**src/design/srp_pkg.sv**
```systemverilog
package srp_pkg;

  // protocol constants
  localparam logic [7:0] SOCKS_VERSION = 8'h05;
  localparam logic [7:0] RSV_VALUE     = 8'h00;
  localparam logic [7:0] ATYP_IPV4     = 8'h01;
  localparam logic [7:0] ATYP_DOMAIN   = 8'h03;
  localparam logic [7:0] ATYP_IPV6     = 8'h04;
  localparam logic [7:0] LEN_IPV4      = 8'd4;
  localparam logic [7:0] LEN_IPV6      = 8'd16;

  // status codes
  localparam logic [1:0] ST_BUSY  = 2'd0;
  localparam logic [1:0] ST_DONE  = 2'd1;
  localparam logic [1:0] ST_ERROR = 2'd2;

  // phase codes as shown on the result
  localparam logic [2:0] PHASE_VERSION  = 3'd0;
  localparam logic [2:0] PHASE_COMMAND  = 3'd1;
  localparam logic [2:0] PHASE_RESERVED = 3'd2;
  localparam logic [2:0] PHASE_ATYPE    = 3'd3;
  localparam logic [2:0] PHASE_DOMLEN   = 3'd4;
  localparam logic [2:0] PHASE_ADDRESS  = 3'd5;
  localparam logic [2:0] PHASE_PORT     = 3'd6;
  localparam logic [2:0] PHASE_END      = 3'd7;

  localparam int ITEM_TDATA_W  = 8;
  localparam int RESULT_TDATA_W = 64;

  // parser state, one-hot
  typedef enum logic [7:0] {
    PH_VERSION  = 8'b0000_0001,
    PH_COMMAND  = 8'b0000_0010,
    PH_RESERVED = 8'b0000_0100,
    PH_ATYPE    = 8'b0000_1000,
    PH_DOMLEN   = 8'b0001_0000,
    PH_ADDRESS  = 8'b0010_0000,
    PH_PORT     = 8'b0100_0000,
    PH_END      = 8'b1000_0000
  } phase_t;

  // classified request byte as queued between front and back
  typedef struct packed {
    logic       restart;
    logic [7:0] data;
    logic       is_version;
    logic       is_zero;
    logic       is_ipv4;
    logic       is_domain;
    logic       is_ipv6;
  } srp_item_t;

  // queue status seen by the parser
  typedef struct packed {
    logic valid;
  } srp_link_t;

  function automatic logic [2:0] phase_code(input phase_t ph);
    logic [2:0] code;
    begin
      case (ph)
        PH_VERSION:  code = PHASE_VERSION;
        PH_COMMAND:  code = PHASE_COMMAND;
        PH_RESERVED: code = PHASE_RESERVED;
        PH_ATYPE:    code = PHASE_ATYPE;
        PH_DOMLEN:   code = PHASE_DOMLEN;
        PH_ADDRESS:  code = PHASE_ADDRESS;
        PH_PORT:     code = PHASE_PORT;
        default:     code = PHASE_END;
      endcase
      return code;
    end
  endfunction

endpackage

```
**src/design/srp_front.sv**
```systemverilog
module srp_front (
  input  logic                   clk,
  input  logic                   rst,
  input  logic                   in_valid,
  output logic                   in_ready,
  input  logic [7:0]             in_data,
  input  logic                   in_restart,
  output srp_pkg::srp_item_t     item,
  input  logic                   item_pop,
  output logic                   item_valid
);
  import srp_pkg::*;

  srp_item_t   mem [2];
  logic        wr_ptr;
  logic        rd_ptr;
  logic [1:0]  count;
  logic        push;
  logic        pop;
  srp_item_t   classified;

  // classify the byte on the way in
  always_comb begin
    classified.restart    = in_restart;
    classified.data       = in_data;
    classified.is_version = (in_data == SOCKS_VERSION);
    classified.is_zero    = (in_data == RSV_VALUE);
    classified.is_ipv4    = (in_data == ATYP_IPV4);
    classified.is_domain  = (in_data == ATYP_DOMAIN);
    classified.is_ipv6    = (in_data == ATYP_IPV6);
  end

  assign in_ready   = (count != 2'd2);
  assign item_valid = (count != 2'd0);
  assign item       = mem[rd_ptr];
  assign push       = in_valid && in_ready;
  assign pop        = item_valid && item_pop;

  always_ff @(posedge clk) begin
    if (push) begin
      mem[wr_ptr] <= classified;
    end
  end

  always_ff @(posedge clk) begin
    if (rst) begin
      wr_ptr <= 1'b0;
      rd_ptr <= 1'b0;
      count  <= 2'd0;
    end else begin
      if (push) begin
        wr_ptr <= ~wr_ptr;
      end
      if (pop) begin
        rd_ptr <= ~rd_ptr;
      end
      case ({push, pop})
        2'b10:   count <= count + 2'd1;
        2'b01:   count <= count - 2'd1;
        default: count <= count;
      endcase
    end
  end

endmodule

```
**src/design/srp_parser.sv**
```systemverilog
module srp_parser (
  input  logic                                clk,
  input  logic                                rst,
  input  srp_pkg::srp_item_t                  item,
  input  srp_pkg::srp_link_t                  link_in,
  output logic                                pop,
  output logic                                out_valid,
  input  logic                                out_ready,
  output logic [srp_pkg::RESULT_TDATA_W-1:0]  out_data
);
  import srp_pkg::*;

  phase_t      phase, phase_next;
  logic        failed, failed_next;
  logic [7:0]  command_reg, command_reg_next;
  logic [7:0]  atyp_reg, atyp_reg_next;
  logic [7:0]  expected_length, expected_length_next;
  logic [7:0]  address_count, address_count_next;
  logic [15:0] port_accum, port_accum_next;
  logic [1:0]  port_count, port_count_next;
  logic        a_valid;
  logic [7:0]  a_byte;
  logic [7:0]  a_index;
  logic [7:0]  count_inc;
  logic [1:0]  status_next;
  logic        take;

  assign take = link_in.valid && (!out_valid || out_ready);
  assign pop  = take;
  assign count_inc = address_count + 8'd1;

  always_comb begin
    phase_next           = phase;
    failed_next          = failed;
    command_reg_next     = command_reg;
    atyp_reg_next        = atyp_reg;
    expected_length_next = expected_length;
    address_count_next   = address_count;
    port_accum_next      = port_accum;
    port_count_next      = port_count;
    a_valid              = 1'b0;
    a_byte               = 8'd0;
    a_index              = 8'd0;
    if (item.restart) begin
      phase_next           = PH_VERSION;
      failed_next          = 1'b0;
      command_reg_next     = 8'd0;
      atyp_reg_next        = 8'd0;
      expected_length_next = 8'd0;
      address_count_next   = 8'd0;
      port_accum_next      = 16'd0;
      port_count_next      = 2'd0;
    end else begin
      case (phase)
        PH_VERSION: begin
          if (item.is_version) begin
            phase_next = PH_COMMAND;
          end else begin
            phase_next  = PH_END;
            failed_next = 1'b1;
          end
        end
        PH_COMMAND: begin
          command_reg_next = item.data;
          phase_next       = PH_RESERVED;
        end
        PH_RESERVED: begin
          if (item.is_zero) begin
            phase_next = PH_ATYPE;
          end else begin
            phase_next  = PH_END;
            failed_next = 1'b1;
          end
        end
        PH_ATYPE: begin
          atyp_reg_next      = item.data;
          address_count_next = 8'd0;
          if (item.is_ipv4) begin
            expected_length_next = LEN_IPV4;
            phase_next           = PH_ADDRESS;
          end else if (item.is_ipv6) begin
            expected_length_next = LEN_IPV6;
            phase_next           = PH_ADDRESS;
          end else if (item.is_domain) begin
            phase_next = PH_DOMLEN;
          end else begin
            phase_next  = PH_END;
            failed_next = 1'b1;
          end
        end
        PH_DOMLEN: begin
          expected_length_next = item.data;
          address_count_next   = 8'd0;
          if (item.is_zero) begin
            phase_next  = PH_END;
            failed_next = 1'b1;
          end else begin
            phase_next = PH_ADDRESS;
          end
        end
        PH_ADDRESS: begin
          a_valid            = 1'b1;
          a_byte             = item.data;
          a_index            = address_count;
          address_count_next = count_inc;
          if (count_inc == expected_length) begin
            port_accum_next = 16'd0;
            port_count_next = 2'd0;
            phase_next      = PH_PORT;
          end
        end
        PH_PORT: begin
          port_accum_next = {port_accum[7:0], item.data};
          port_count_next = port_count + 2'd1;
          if (port_count == 2'd1) begin
            phase_next = PH_END;
          end
        end
        default: begin
        end
      endcase
    end
    if (phase_next != PH_END) begin
      status_next = ST_BUSY;
    end else if (failed_next) begin
      status_next = ST_ERROR;
    end else begin
      status_next = ST_DONE;
    end
  end

  always_ff @(posedge clk) begin
    if (rst) begin
      phase           <= PH_VERSION;
      failed          <= 1'b0;
      command_reg     <= 8'd0;
      atyp_reg        <= 8'd0;
      expected_length <= 8'd0;
      address_count   <= 8'd0;
      port_accum      <= 16'd0;
      port_count      <= 2'd0;
      out_valid       <= 1'b0;
    end else begin
      if (take) begin
        phase           <= phase_next;
        failed          <= failed_next;
        command_reg     <= command_reg_next;
        atyp_reg        <= atyp_reg_next;
        expected_length <= expected_length_next;
        address_count   <= address_count_next;
        port_accum      <= port_accum_next;
        port_count      <= port_count_next;
        out_valid       <= 1'b1;
      end else if (out_ready) begin
        out_valid <= 1'b0;
      end
    end
  end

  // result register, loaded only when a request is taken
  always_ff @(posedge clk) begin
    if (take) begin
      out_data <= {2'd0, port_accum_next, expected_length_next, a_index, a_byte, a_valid,
                   atyp_reg_next, command_reg_next, phase_code(phase_next), status_next};
    end
  end

endmodule

```
**src/design/socks5_request_parser.sv**
```systemverilog
// socks5 connect request parser: takes one request byte per s_tvalid/s_tready
// handshake (s_tuser high restarts the parser and the byte is ignored) and
// returns exactly one result per request showing the parser state after that
// byte: status, phase, command, address type, the address byte with its
// index when one was consumed, the expected address length and the
// big-endian destination port. a new request is accepted every cycle while
// neither side stalls; the byte is written into the front queue when accepted
// and then taken into the result register once that register is free, and the
// phase update in the back-end parser is done as each byte is taken into the
// result register, which sustains the rate of one request per cycle.
// the two-entry queue and the result register let either side stall alone.
module socks5_request_parser (
  input  logic                                clk,
  input  logic                                rst,
  // request stream
  input  logic                                s_tvalid,
  output logic                                s_tready,
  input  logic [srp_pkg::ITEM_TDATA_W-1:0]    s_tdata,   // [7:0] data_byte
  input  logic                                s_tuser,   // [0] restart
  // result stream
  output logic                                m_tvalid,
  input  logic                                m_tready,
  // [1:0] status, [4:2] phase, [12:5] command, [20:13] address_type,
  // [21] addr_byte_valid, [29:22] addr_byte, [37:30] addr_index,
  // [45:38] address_length, [61:46] dest_port, [63:62] zero
  output logic [srp_pkg::RESULT_TDATA_W-1:0]  m_tdata
);
  import srp_pkg::*;

  srp_item_t item;
  srp_link_t link;
  logic      item_valid;
  logic      item_pop;

  // front: classify bytes and queue them
  srp_front u_front (
    .clk        (clk),
    .rst        (rst),
    .in_valid   (s_tvalid),
    .in_ready   (s_tready),
    .in_data    (s_tdata),
    .in_restart (s_tuser),
    .item       (item),
    .item_pop   (item_pop),
    .item_valid (item_valid)
  );

  assign link.valid = item_valid;

  // back: phase machine and result register
  srp_parser u_parser (
    .clk       (clk),
    .rst       (rst),
    .item      (item),
    .link_in   (link),
    .pop       (item_pop),
    .out_valid (m_tvalid),
    .out_ready (m_tready),
    .out_data  (m_tdata)
  );

endmodule

```
**config.mk**
```make
export PLATFORM = sky130hd
export DESIGN_NAME = socks5_request_parser
export DESIGN_NICKNAME = d
export VERILOG_FILES = /design/src/design/srp_pkg.sv /design/src/design/srp_front.sv /design/src/design/srp_parser.sv /design/src/design/socks5_request_parser.sv
export SDC_FILE = /design/constraint.sdc
export NUM_CORES = 1
export LEC_CHECK = 0
export BUFFER_PORTS_ARGS = -buffer_cell sky130_fd_sc_hd__buf_2
export CAP_MARGIN = 20
export CORE_MARGIN = 4
export CORE_UTILIZATION = 30
export CTS_CLUSTER_DIAMETER = 100
export DETAILED_ROUTE_END_ITERATION = 6
export GPL_TIMING_DRIVEN = 0
export HOLD_SLACK_MARGIN = 0.06
export SYNTH_ARGS = -nofsm -noshare
export SYNTH_HDL_FRONTEND = slang
export SYNTH_SLANG_ARGS = --single-unit
```
**constraint.sdc**
```tcl
create_clock -name clk -period 10 [get_ports clk]
set_input_delay 2 -clock clk [delete_from_list [all_inputs] [get_ports clk]]
set_output_delay 2 -clock clk [all_outputs]
set_load 0.05 [all_outputs]
```
==> impl_metrics.env <==
export IMPL_tns_ns=0
export IMPL_core_um2=22920
export IMPL_fp_row_count=55
export IMPL_worst_path_buf_inv=4
export IMPL_grt_pass1_wl_um=29810
export IMPL_outcome="completed"
export IMPL_ys_types=68
export IMPL_initial_core_util_pct=30.94
export IMPL_powerDensity_nw_per_um2=305.8
export IMPL_dr_first_iter_drc_count=375
export IMPL_p_leak_nw=2.968
export IMPL_drive_above_1_share_pct=18.08
export IMPL_io_pins=79
export IMPL_cts_buffer_depth=2
export IMPL_seq_area_um2=4004
export IMPL_power_frac_seq_pct=34.1
export IMPL_synth_area_top_cells="edfxtp_1, dfxtp_1, a21oi_1"
export IMPL_max_freq_ghz=0.2439
export IMPL_relSlewSlack_pct=29.44
export IMPL_via_count=5660
export IMPL_critPathSlowestCell="clkbuf_1"
export IMPL_hold_path_class="reg2reg"
export IMPL_swShare_pct=43.98
export IMPL_yosysSeqAreaShare_pct=56.47
export IMPL_die_area_um2=26160
export IMPL_avgSynthCellArea_um2=10.09
export IMPL_fillers=2289
export IMPL_cts_max_level=4
export IMPL_cts_hold_buf=0
export IMPL_synth_edf_count=90
export IMPL_fin_crit_sh_pct=41.01
export IMPL_reg2reg_from="u_parser.address_count[0]"
export IMPL_drv_cap=0
export IMPL_yosysWarnings=0
export IMPL_hold_slack_ns=0.4541
export IMPL_port_buffers=75
export IMPL_path_clk_slew_ns=0.06
export IMPL_cp_slowest_stage_delay_ns=0.51
export IMPL_cts_buffers=17
export IMPL_clockPowerShare_pct=24.9
export IMPL_multi_input_area_um2=2865
export IMPL_grt_use_total_pct=14.49
export IMPL_crit_family="buffers and inverters"
export IMPL_clkSinkCount=155
export IMPL_regMostFlops="u_parser.out_data"
export IMPL_insertion_delay_ns=0.43
export IMPL_wl_per_cell_um=16.98
export IMPL_final_min_clock_period_ns=4.101
export IMPL_post_route_util_pct=37.06
export IMPL_die_y_um=161.7
export IMPL_cts_post_setup_buffers_inserted=0
export IMPL_antenna_found_initial=0
export IMPL_worst_setup_path_start_kind="primary input"
export IMPL_grtUsageMet3_pct=3.223
export IMPL_final_max_slew_viol_count=0
export IMPL_syn_inst=703
export IMPL_combPwrFrac_pct=41.0
export IMPL_synthMostInstantiatedCell="nand2_1"
export IMPL_crit_fanout=22
export IMPL_diodes=0
export IMPL_hold_depth=2
export IMPL_yosysTopAreaCellShare_pct=38.12
export IMPL_power_w=0.002597
export IMPL_grtUsageMet1_pct=20.04
export IMPL_ant_nets=0
export IMPL_regToRegSetupSlack_ns=6.82
export IMPL_drt_total_wl_um=19120
export IMPL_reg_top3="u_parser.out_data: 62 flops, u_front.mem: 28 flops, u_parser.port_accum: 16 flops"
export IMPL_area_delta_synth_final_pct=19.76
export IMPL_synthTopCellsByCount="nand2_1, edfxtp_1, nor2_1, a21oi_1, dfxtp_1"
export IMPL_cp_arrival_ns=4.45
export IMPL_gr_total_overflow=0
export IMPL_drc=0
export IMPL_grt_max_degree=52
export IMPL_reg2reg_depth=9
export IMPL_dp_hpwl_um=13640
export IMPL_synth_ff_type="edfxtp_1"
export IMPL_top_usage_layer="met2"
export IMPL_globalRouteMet2Util_pct=22.58
export IMPL_setup_worst_path_end_class="flop"
export IMPL_setup_violations=0
export IMPL_synth_area_um2=7091
export IMPL_yosysTopAreaCell="edfxtp_1"
export IMPL_drtPass1Iterations=5
export IMPL_r2r_end="u_parser.out_data[2]"
export IMPL_hold_path_endpoint="u_parser.port_accum[12]"
export IMPL_worstSetupPathType="in2reg"
export IMPL_cts_repair_resized=0
export IMPL_grt_setup_unrepaired="no"
export IMPL_path_cells="buf_2, nand2b_1, o21ai_0, inv_1, clkbuf_1, clkbuf_4, ha_1, or3_1, a21oi_1"
export IMPL_cell_internal_pwr_w=0.001455
export IMPL_place_gp_congestion=0.9561
export IMPL_skew_ns=0.01296
export IMPL_crit_required_ns=10.35
export IMPL_finalHoldViolations=0
export IMPL_cts_tree="done"
export IMPL_cts_root_buf="clkbuf_16"
export IMPL_tightest_slew_ns=1.049
export IMPL_irDropWorstVdd_v=0.0001111
export IMPL_min_from="u_parser.port_accum[12]"
export IMPL_first_global_vias=5410
export IMPL_largest_register_ffs=62
export IMPL_synth_seq_cells=155
export IMPL_via_per_inst=5.027
export IMPL_switchingPower_w=0.001142
export IMPL_ys_async_sr_fraction_pct=0
export IMPL_nNetsFinal=816
export IMPL_die_w_um=161.7
==> worst max path at each step <==
stage              from                to  slack [ns]  cells past startpoint
6_report       m_tready  u_front.count[1]        5.90                      9
2_1_floorplan  m_tready  u_front.count[1]        4.34                      8
3_3_place_gp   m_tready  u_front.count[1]        2.78                      9
5_1_grt        m_tready  u_front.count[1]        5.79                      9
3_5_place_dp   m_tready  u_front.count[1]        5.46                      9
4_1_cts        m_tready  u_front.count[1]        5.87                      9
==> layout by cell type (no fill, tap or decap), types with 4 or more instances in the layout <==
cell	count
nand2_1	93
edfxtp_1	90
nor2_1	83
buf_2	81
a21oi_1	81
dfxtp_1	65
clkbuf_1	29
nor3_1	25
nand4_1	21
nand3_1	17
a22oi_1	17
clkbuf_16	17
and2_1	16
o21ai_0	12
mux2_2	9
or3_1	9
and3_1	8
inv_1	7
mux2i_1	7
xor2_1	7
xnor2_1	7
a22o_1	7
nand2b_1	6
buf_1	5
a21o_1	5
inv_6	5
buf_4	4
nor4_1	4
a31oi_1	4
==> worst register-to-register path, cell delays in order (launching register included) <==
cell and delay [ns]:
dfxtp_1 0.50, ha_1 0.33, and3_1 0.27, a31oi_1 0.10, o22ai_1 0.23, and4b_1 0.29, a21oi_1 0.58, nor3_1 0.20
nor4b_4 0.30, o221ai_2 0.12
==> stage by stage <==
| stage | std cells | cell area (um2) | setup WS, ns |
|---|---|---|---|
| 6_report | 1126 | 8492 | 5.899 |
| 5_1_grt | 1126 | 8492 | 5.788 |
| 4_1_cts | 1126 | 8492 | 5.869 |
| 3_5_place_dp | 1094 | 7904 | 5.460 |
| 3_3_place_gp | 1092 | 7861 | 2.778 |
| 2_1_floorplan | 704 | 7094 | 4.338 |
==> metal layers <==
metal | share of wire (%) | vias to the layer above
met3 | 6.4 | 23
met1 | 46 | 2689
met4 | 1.4 | 0
met5 | 0 | -
li1 | - | 2757
met2 | 46 | 191
==> area by class of cell <==
| cell class | count | area share [%] |
|---|---|---|
| flip-flops and latches | 155 | 47.15 |
| multi-input cells | 497 | 33.74 |
| clock inverters | 14 | 1.871 |
| inverters | 7 | 0.3094 |
| repair buffers | 77 | 4.877 |
| plain buffers | 45 | 2.387 |
| well taps | 313 | 4.612 |
| clock buffers | 18 | 5.054 |
==> logic make-up after synthesis <==
family	count (synthesis)	share of synthesized area, %
AND/OR/NAND/NOR	314	22.45
flip-flops	155	56.47
AO/OA/AOI/OAI	148	13.18
buffers and inverters	52	3.176
multiplexers	16	2.418
XOR/XNOR	14	1.729
adder cells (fa/ha/maj)	3	0.5294
other	1	0.05289
==> power groups by stage <==
stage	clock network (W)	registers (W)	logic (W)
2_1_floorplan	0	0.00125	0.000422
3_3_place_gp	0	0.000920	0.00104
3_5_place_dp	0	0.000902	0.00107
4_1_cts	0.000658	0.000890	0.00107
5_1_grt	0.000683	0.000901	0.00112
6_report	0.000646	0.000886	0.00107
Note: power is estimated with default switching activity, not from simulation.
